File: config.mk
export PLATFORM = sky130hd
export DESIGN_NAME = limit_switch_homing_sequencer_top
export DESIGN_NICKNAME = d
export VERILOG_FILES = /design/src/sv/lshs_pkg.sv /design/src/sv/limit_switch_homing_sequencer_top.sv
export SDC_FILE = /design/constraint.sdc
export NUM_CORES = 1
export LEC_CHECK = 0
export BUFFER_PORTS_ARGS = -buffer_cell sky130_fd_sc_hd__buf_4
export CAP_MARGIN = 10
export CORE_MARGIN = 2
export CORE_UTILIZATION = 55
export DETAILED_ROUTE_END_ITERATION = 8
export HOLD_SLACK_MARGIN = 0.1
export PLACE_DENSITY = 0.78
export REMOVE_ABC_BUFFERS = 1
export SLEW_MARGIN = 20
export SYNTH_ARGS = -nofsm -noshare
export SYNTH_HDL_FRONTEND = slang
export SYNTH_SLANG_ARGS = --single-unit
File: constraint.sdc
create_clock -name clk -period 13 [get_ports clk]
set_input_delay 0 -clock clk [delete_from_list [all_inputs] [get_ports clk]]
set_output_delay 0 -clock clk [all_outputs]
set_load 0.005 [all_outputs]
File: src/sv/lshs_pkg.sv
// ----------------------------------------------------------------------------
// lshs_pkg
// Types, widths and codes shared by the limit-switch homing sequencer.
// ----------------------------------------------------------------------------
package lshs_pkg;

    // Field widths
    localparam int unsigned PosW    = 32;
    localparam int unsigned VelW    = 16;
    localparam int unsigned CountW  = 8;
    localparam int unsigned ActionW = 2;
    localparam int unsigned CfgAddrW = 2;
    localparam int unsigned CfgDataW = 16;

    // Stream data widths, padded to whole bytes
    localparam int unsigned InDataW  = 40;
    localparam int unsigned OutDataW = 40;

    // Wait counter saturation value
    localparam logic [CountW-1:0] WaitMax = '1;

    // Reset values of the configuration registers
    localparam logic [VelW-1:0]   VelRst    = '0;
    localparam logic [CountW-1:0] ThreshRst = 8'd3;
    localparam logic              PolRst    = 1'b0;

    // Item kinds carried on tuser
    typedef enum logic [ActionW-1:0] {
        ACT_TICK    = 2'd0,
        ACT_LOAD    = 2'd1,
        ACT_RESTART = 2'd2,
        ACT_NONE    = 2'd3
    } action_t;

    // Configuration register indexes
    typedef enum logic [CfgAddrW-1:0] {
        CFG_VELOCITY  = 2'd0,
        CFG_THRESHOLD = 2'd1,
        CFG_POLARITY  = 2'd2,
        CFG_UNUSED    = 2'd3
    } cfg_addr_t;

    // Homing phases
    typedef enum logic [1:0] {
        PH_INIT = 2'd0,
        PH_POS  = 2'd1,
        PH_NEG  = 2'd2,
        PH_DONE = 2'd3
    } phase_t;

endpackage

File: src/sv/limit_switch_homing_sequencer_top.sv
// ----------------------------------------------------------------------------
// limit_switch_homing_sequencer_top
// Debounced limit-switch homing sequencer: one result item per input item.
// ----------------------------------------------------------------------------
//  channel  | direction | contents
//  ---------+-----------+-----------------------------------------------------
//  s_axis   | in        | tuser: action; tdata: switch_level, preset_pos
//  m_axis   | out       | tdata: setpoint_pos, homing_done, homing_restart
//  cfg      | in        | write-only: velocity, debounce threshold, polarity
//
//  An item passes through the input register and then the result register;
//  one item per cycle is sustained while m_axis is not stalled.
//  Reset clears the state to INIT, zero counts and zero position.
//  A stalled result register holds the input register, which then stalls s_axis.
// ----------------------------------------------------------------------------
module limit_switch_homing_sequencer_top
(
    input  logic                               clk,
    input  logic                               rst_n,
    // stream in
    input  logic                               s_tvalid,
    output logic                               s_tready,
    input  logic [lshs_pkg::InDataW-1:0]       s_tdata,   // [0] switch_level, [32:1] preset_pos
    input  logic [lshs_pkg::ActionW-1:0]       s_tuser,   // [1:0] action
    // stream out
    output logic                               m_tvalid,
    input  logic                               m_tready,
    output logic [lshs_pkg::OutDataW-1:0]      m_tdata,   // [31:0] setpoint_pos, [32] homing_done,
                                                          // [33] homing_restart
    // configuration
    input  logic                               cfg_we,
    input  logic [lshs_pkg::CfgAddrW-1:0]      cfg_addr,
    input  logic [lshs_pkg::CfgDataW-1:0]      cfg_wdata
);

    localparam int unsigned PosW   = lshs_pkg::PosW;
    localparam int unsigned CountW = lshs_pkg::CountW;
    localparam int unsigned VelW   = lshs_pkg::VelW;

    // Configuration registers
    logic [VelW-1:0]   velocity_reg;
    logic [CountW-1:0] threshold_reg;
    logic              polarity_reg;

    always_ff @(posedge clk or negedge rst_n)
    begin
        if (!rst_n)
        begin
            velocity_reg  <= lshs_pkg::VelRst;
            threshold_reg <= lshs_pkg::ThreshRst;
            polarity_reg  <= lshs_pkg::PolRst;
        end
        else if (cfg_we)
        begin
            unique case (lshs_pkg::cfg_addr_t'(cfg_addr))
                lshs_pkg::CFG_VELOCITY:  velocity_reg  <= cfg_wdata[VelW-1:0];
                lshs_pkg::CFG_THRESHOLD: threshold_reg <= cfg_wdata[CountW-1:0];
                lshs_pkg::CFG_POLARITY:  polarity_reg  <= cfg_wdata[0];
                default: ;
            endcase
        end
    end

    // Handshake between input register and result register
    logic in_valid_reg;
    logic out_valid_reg;
    logic out_free;
    logic advance;

    assign out_free = !out_valid_reg || m_tready;
    assign advance  = in_valid_reg && out_free;
    assign s_tready = !in_valid_reg || advance;

    always_ff @(posedge clk or negedge rst_n)
    begin
        if (!rst_n)
        begin
            in_valid_reg  <= 1'b0;
            out_valid_reg <= 1'b0;
        end
        else
        begin
            if (s_tready)
                in_valid_reg <= s_tvalid;
            if (out_free)
                out_valid_reg <= in_valid_reg;
        end
    end

    // Input payload register
    lshs_pkg::action_t  in_action_reg;
    logic               in_level_reg;
    logic [PosW-1:0]    in_start_reg;

    always_ff @(posedge clk)
    begin
        if (s_tvalid && s_tready)
        begin
            in_action_reg <= lshs_pkg::action_t'(s_tuser);
            in_level_reg  <= s_tdata[0];
            in_start_reg  <= s_tdata[PosW:1];
        end
    end

    // Sequencer state
    lshs_pkg::phase_t  phase_reg, phase_next;
    logic [CountW-1:0] level_count_reg, level_count_next;
    logic [CountW-1:0] wait_count_reg, wait_count_next;
    logic [PosW-1:0]   position_reg, position_next;

    always_ff @(posedge clk or negedge rst_n)
    begin
        if (!rst_n)
        begin
            phase_reg       <= lshs_pkg::PH_INIT;
            level_count_reg <= '0;
            wait_count_reg  <= '0;
            position_reg    <= '0;
        end
        else if (advance)
        begin
            phase_reg       <= phase_next;
            level_count_reg <= level_count_next;
            wait_count_reg  <= wait_count_next;
            position_reg    <= position_next;
        end
    end

    // Debounce counter on a tick
    logic [CountW-1:0] sampled_count;
    logic              count_at_thresh;

    always_comb
    begin
        if (in_level_reg == polarity_reg)
            sampled_count = (level_count_reg >= threshold_reg) ? threshold_reg
                                                               : level_count_reg + 1'b1;
        else
            sampled_count = (level_count_reg != '0) ? level_count_reg - 1'b1
                                                    : level_count_reg;
        count_at_thresh = (sampled_count >= threshold_reg);
    end

    // Next state
    logic [CountW-1:0] wait_inc;
    logic [PosW-1:0]   velocity_ext;

    assign wait_inc     = (wait_count_reg < lshs_pkg::WaitMax) ? wait_count_reg + 1'b1
                                                               : wait_count_reg;
    assign velocity_ext = {{(PosW-VelW){1'b0}}, velocity_reg};

    always_comb
    begin
        phase_next       = phase_reg;
        level_count_next = level_count_reg;
        wait_count_next  = wait_count_reg;
        position_next    = position_reg;
        unique case (in_action_reg)
            lshs_pkg::ACT_TICK:
            begin
                level_count_next = sampled_count;
                unique case (phase_reg)
                    lshs_pkg::PH_INIT:
                    begin
                        wait_count_next = wait_inc;
                        if (wait_inc >= threshold_reg)
                            phase_next = count_at_thresh ? lshs_pkg::PH_POS
                                                         : lshs_pkg::PH_NEG;
                    end
                    lshs_pkg::PH_POS:
                    begin
                        position_next = position_reg + velocity_ext;
                        if (sampled_count == '0)
                            phase_next = lshs_pkg::PH_NEG;
                    end
                    lshs_pkg::PH_NEG:
                    begin
                        position_next = position_reg - velocity_ext;
                        if (count_at_thresh)
                            phase_next = lshs_pkg::PH_DONE;
                    end
                    default: ;
                endcase
            end
            lshs_pkg::ACT_LOAD:
                position_next = in_start_reg;
            lshs_pkg::ACT_RESTART:
            begin
                phase_next       = lshs_pkg::PH_INIT;
                level_count_next = '0;
                wait_count_next  = '0;
            end
            default: ;
        endcase
    end

    // Outputs from the updated phase
    logic done_flag;
    logic restart_flag;

    always_comb
    begin
        done_flag    = (phase_next == lshs_pkg::PH_DONE);
        restart_flag = (phase_next == lshs_pkg::PH_INIT);
    end

    // Result register
    logic [PosW-1:0] out_pos_reg;
    logic            out_done_reg;
    logic            out_restart_reg;

    always_ff @(posedge clk)
    begin
        if (advance)
        begin
            out_pos_reg     <= position_next;
            out_done_reg    <= done_flag;
            out_restart_reg <= restart_flag;
        end
    end

    assign m_tvalid = out_valid_reg;
    assign m_tdata  = {{(lshs_pkg::OutDataW-PosW-2){1'b0}},
                       out_restart_reg, out_done_reg, out_pos_reg};

`ifndef SYNTH
    // A processed item always lands in the result register
    a_advance_out: assert property (@(posedge clk) disable iff (!rst_n)
        advance |=> out_valid_reg)
        else $error("processed item did not reach result register");

    // A held input item is not dropped while the output stalls
    a_hold_in: assert property (@(posedge clk) disable iff (!rst_n)
        in_valid_reg && !out_free |=> in_valid_reg)
        else $error("input item lost during stall");

    // DONE is left only by a restart
    a_done_sticky: assert property (@(posedge clk) disable iff (!rst_n)
        advance && phase_reg == lshs_pkg::PH_DONE && in_action_reg != lshs_pkg::ACT_RESTART
        |=> phase_reg == lshs_pkg::PH_DONE)
        else $error("left DONE without restart");

    // Done and restart flags never both set
    a_flags_excl: assert property (@(posedge clk) disable iff (!rst_n)
        out_valid_reg |-> !(out_done_reg && out_restart_reg))
        else $error("done and restart both set");
`endif

endmodule
==> results of run 1 <==
## critical path: stages (launching register included)
cell       delay, ns
dfrtp_1         0.45
or3_1           0.39
or4_1           0.47
nor3_1          0.17
buf_4           0.23
nor3b_1         0.22
ha_1            0.26
mux2i_1         0.16
ha_1            0.26
nand3_1         0.14
nor4_1          0.27
o21ai_1         0.12
a31oi_1         0.31
o2111ai_1       0.17
a31oi_1         0.29
mux2i_1         0.36
mux2i_1         0.25
nand3_1         0.09
## worst paths after layout
| check | startpoint | endpoint | slack (ns) | cells after the start |
|---|---|---|---|---|
| max in group asynchronous | rst_n | position_reg[11] | 12.29 | 2 |
| hold / removal | rst_n | level_count_reg[5] | 0.18 | 2 |
| min in group clk | s_tdata[11] | in_start_reg[10] | 0.28 | 2 |
| setup reg to reg | velocity_reg[2] | out_pos_reg[31] | 8.13 | 17 |
| hold reg to reg | in_valid_reg | m_tvalid | 0.52 | 1 |
| setup / recovery | velocity_reg[2] | out_pos_reg[31] | 8.13 | 17 |
## cell usage after synthesis, drive strengths merged (19+ instances only)
library cell,instances,area (µm²)
ha,66,826
clkbuf,32,120
xnor2,41,359
a21oi,77,385
dfrtp,75,1880
mux2,24,270
o22ai,25,156
nor3,22,110
nand2,91,342
a21o,25,188
nand3,19,95.1
nor2,93,349
edfxtp,69,2070
o21ai,51,255
inv,37,139
## power by group
part | switching [µW] | internal, µW | leakage [µW]
sequential | 101 | 582 | 0.00160
combinational | 501 | 404 | 0.00294
clock | 214 | 250 | 0.000260
## metal layers
| metal | track usage (%) | vias up | part of all wire [%] |
|---|---|---|---|
| li1 | - | 3785 | - |
| met1 | 38.0 | 3942 | 42 |
| met2 | 48.8 | 371 | 48 |
| met3 | 5.52 | 50 | 6.9 |
| met4 | 11.1 | 0 | 2.5 |
| met5 | 0 | - | 0 |
## repair_timing
item	in CTS	in global routing
endpoints found under the hold margin	137	0
hold buffers	58	0
buffers inserted	0	0
## cells by family after synthesis
group,Yosys count,share of synthesized area [%]
AO/OA/AOI/OAI,277,19.7
XOR/XNOR,52,4.94
adder cells (fa/ha/maj),67,9.17
buffers and inverters,83,3.85
flip-flops,146,43.4
multiplexers,32,3.80
other,1,0.0407
AND/OR/NAND/NOR,293,15.1
## through the flow
step	power, µW	setup WS (ns)	hold slack [ns]	cell area (µm²)	util [%]
final	2050	8.13	0.180	11200	68.1
after global routing	2190	7.78	0.252	11200	68.1
after CTS	2040	8.21	0.267	11200	68.1
after detailed placement	1550	8.23	0.179	10100	61.2
after global placement	1530	8.26	0.178	10100	61.2
after floorplan	1320	8.55	-0.296	9030	-
## final cells by class
cell class,count,area [µm²]
multi-input cells,727,4900
inverters,38,143
fillers,1268,5250
flip-flops and latches,146,4000
clock buffers,18,429
well taps,220,275
clock inverters,14,121
repair buffers,160,1350
==> results.toml, run 1 <==
[cts]
insertion_delay_ns = 0.43
cts_buffer_depth = 2
clkSinkCount = 146
cts.reportedPaths.clkPinSlew_ns = 0.06
root_buffer = "clkbuf_16"
cts_max_level = 4
cts_resized = 0
tritoncts = "yes"
cts-buffers-inserted = 17

[worst_hold_path]
hold_path_class = "input port to asynchronous set/reset pin"

[power]
cellPowerDensity_nw_per_um2 = 183
leakagePower_uw = 0.00480
vdd_drop_max_mv = 0.124

[floorplanning]
start_util_pct = 56.0
ios = 107
dieArea_um2 = 17800
core-area_um2 = 16500
dieWidth_um = 133
num_rows = 47
die_h_um = 133

[layout]
area_delta_synth_final_pct = 21.7
final_layout_size_suffix_gt1_share_pct = 16.5
most-common-layout-cells = "101 x buf_4, 93 x nor2_1, 91 x nand2_1"
final_nets = 1222
antennaDiodeCount = 0
instances_no_fill = 1323
final_common_cell = "buf_4"

[timing]
period_needed_ns = 4.87
fmax_ghz = 0.206
tns_ns = 0
drv_slew = 0
skew_ns = 0.0132
setup_violations = 0
maxSlewHeadroom_pct = 29.3
period_share_pct = 37.4
hold_viol_final = 0
worst_pin_slew_ns = 1.05
rsz0062_at_grt = "false"

[synth]
synth_seq_cells = 146
async_reset_ff_share_pct = 52.7
synth-edff-count = 69
syn-cell-area_um2 = 9220
synth_ff_type = "dfrtp_1"
yosys_warnings = 0
avgSynthCellArea_um2 = 9.70
syn_inst = 951
synth_cell_types = 72
ys_seq_area_share_pct = 43.4

[placement]
dp_cells = 1233
dpl.hpwl_um = 16100
port_buffers = 93
place_congestion = 0.922

[worst_setup_path]
path_max_fanout = 10
startpoint_type = "register"
path_class = "register to register"
required_ns = 13.17
cp_data_arrival_time_ns = 5.04
end_kind = "register"

[drt]
vias = 8148
wirelength_um = 25200
drt_iter0_drc = 698
ant_nets = 0
dr.pass1.iters = 6
avgRoutedWirePerCell_um = 19.0
vias_per_cell = 6.16
drc = 0

[grt]
grt_max_degree = 78
antenna_found_initial = 0
grtUsageTotal_pct = 29.2
overflow = 0
grt_first_pass_wirelength_um = 40900
grt_pass1_vias = 8115

[outcome]
status = "complete, no violations"

[job]
maxCapViolCount = 0
(Power assumes the default switching activity.)
==> inputs of run 2 (changes only) <==
--- a/config.mk
+++ b/config.mk
@@ -8,10 +8,10 @@
 export BUFFER_PORTS_ARGS = -buffer_cell sky130_fd_sc_hd__buf_4
 export CAP_MARGIN = 10
 export CORE_MARGIN = 2
-export CORE_UTILIZATION = 55
+export CORE_UTILIZATION = 54
 export DETAILED_ROUTE_END_ITERATION = 8
 export HOLD_SLACK_MARGIN = 0.1
-export PLACE_DENSITY = 0.78
+export PLACE_DENSITY = 0.8
 export REMOVE_ABC_BUFFERS = 1
 export SLEW_MARGIN = 20
 export SYNTH_ARGS = -nofsm -noshare
==> constraint.sdc (replaced) <==
create_clock -name clk -period 3.9 [get_ports clk]
set_input_delay 0 -clock clk [delete_from_list [all_inputs] [get_ports clk]]
set_output_delay 0 -clock clk [all_outputs]
set_load 0.005 [all_outputs]
==> results.toml, run 2 (synthesis results as in run 1) <==
[outcome]
status = "finished, violations left"
violations = "setup timing"

[grt]
grt_pass1_vias = 8902
grt_first_pass_wirelength_um = 45900
grtUsageTotal_pct = 32.6
antenna_found_initial = 1
overflow = 0
grt_max_degree = 78

[placement]
dp_cells = 1352
port_buffers = 93
post_dp_cell_area_um2 = 11000
dpl.hpwl_um = 18300
place_worst_setup_slack_ns = -0.486
place_congestion = 0.962

[timing]
fmax_ghz = 0.230
rsz0062_at_grt = "true"
drv_slew = 0
hold_ws_ns = 0.148
setup_ws_ns = -0.444
setup_violations = 32
maxSlewHeadroom_pct = 25.9
period_needed_ns = 4.34
period_share_pct = 111
worst_pin_slew_ns = 1.11
skew_ns = 0.0102
hold_viol_final = 0

[cts]
tritoncts = "yes"
cts_buffer_depth = 2
clkSinkCount = 146
root_buffer = "clkbuf_16"
cts-buffers-inserted = 17
cts_max_level = 4
insertion_delay_ns = 0.44
cts.reportedPaths.clkPinSlew_ns = 0.07

[layout]
most-common-layout-cells = "235 x buf_4, 89 x nand2_1, 86 x nor2_1"
area_delta_synth_final_pct = 39.7
final_util_pct = 77.4
final_layout_size_suffix_gt1_share_pct = 32.6
fillers = 1029
final_area_um2 = 12900
final_common_cell = "buf_4"
final_nets = 1360
multi_input_area_um2 = 5470
seqCellArea_um2 = 4000
instances_no_fill = 1462

[worst_setup_path]
path_max_fanout = 7
startpoint_type = "register"
crit_top_cell = "buf_4"
required_ns = 4.07
end_kind = "register"
cp_data_arrival_time_ns = 4.52
path_cells = "or4_4, buf_4, nor3_1, buf_4, buf_4, a21o_1, ha_1, nand2_1, o21ai_1, nor4_1, nor4_1, a211oi_1, a31oi_1, mux2i_1, mux2i_1, nand3_1"
critical_path.top_delay_family = "simple AND/OR/NAND/NOR gates"
cpMaxStageDelayCell = "or4_4"
path_class = "register to register"
cp.buffers_inverters = 3
timing.rr.start = "velocity_reg[8]"
max_stage_delay_ns = 0.56
startpoint = "velocity_reg[8]"

[floorplanning]
core-area_um2 = 16600
ios = 107
num_rows = 47
dieArea_um2 = 18100
dieWidth_um = 135
die_h_um = 135
start_util_pct = 55.4

[drt]
avgRoutedWirePerCell_um = 20.8
wirelength_um = 30500
vias = 9057
dr.pass1.iters = 7
drt_iter0_drc = 955
drc = 0
vias_per_cell = 6.19
ant_nets = 0

[power]
leakagePower_uw = 0.00564
cellPowerDensity_nw_per_um2 = 659
vdd_drop_max_mv = 0.508

[worst_hold_path]
hold_path_class = "input port to asynchronous set/reset pin"

[job]
maxCapViolCount = 0
[run 2: stage by stage]
| stage | power (µW) | TNS (ns) |
|---|---|---|
| final | 8480 | -4.92 |
| after global routing | 8920 | -10.70 |
| after CTS | 8010 | -1.39 |
| after detailed placement | 5900 | -6.32 |
| after global placement | 5820 | -3.21 |
| after floorplan | 4410 | -5.60 |
[run 2: final cells by class]
class,instances,share of cell area (%)
antenna,1,0.0194
clock buffer,17,3.30
clock inverter,15,1.25
inverter,38,1.11
multi-input combinational,727,42.5
sequential,146,31.1
tap,220,2.14
timing repair buffer,298,18.6
[run 2: final timing paths]
| path | depth (start not counted) | slack, ns | to |
|---|---|---|---|
| hold / removal | 2 | 0.15 | level_count_reg[5] |
| min in group clk | 4 | 0.25 | velocity_reg[0] |
| hold reg to reg | 1 | 0.52 | m_tvalid |
| setup / recovery | 16 | -0.44 | out_pos_reg[31] |
| setup reg to reg | 16 | -0.44 | out_pos_reg[31] |
| max in group asynchronous | 2 | 3.17 | velocity_reg[12] |
[run 2: per-layer routing]
metal	share of wire [%]	up-vias	global-route usage, %
li1	-	4058	-
met1	40	4369	42.4
met2	48	532	54.2
met3	8.7	98	6.61
met4	3.3	0	11.9
met5	0	-	0
[run 2: power breakdown]
part | switching, µW | leakage, µW | internal, µW
sequential | 248 | 0.00160 | 1940
combinational | 2380 | 0.00375 | 2240
clock | 760 | 0.000288 | 913
total | 3390 | 0.00564 | 5090
[run 2: worst reg2reg max path, cell delays in order, from the launching register on]
cell and delay (ns):
dfrtp_1 0.38, or4_4 0.56, buf_4 0.16, nor3_1 0.14, buf_4 0.18, buf_4 0.16
a21o_1 0.20, ha_1 0.34, nand2_1 0.14, o21ai_1 0.10, nor4_1 0.24, nor4_1 0.11
a211oi_1 0.53, a31oi_1 0.20, mux2i_1 0.33, mux2i_1 0.24, nand3_1 0.10
[run 2: timing repair]
item / 4_1_cts / 5_1_grt
pin swaps: 47 / 58
hold buffers: 58 / 0
gates resized for setup: 75 / 55
setup buffers: 11 / 14
endpoints found under the setup margin: 36 / 49
hold endpoints to repair: 137 / 0
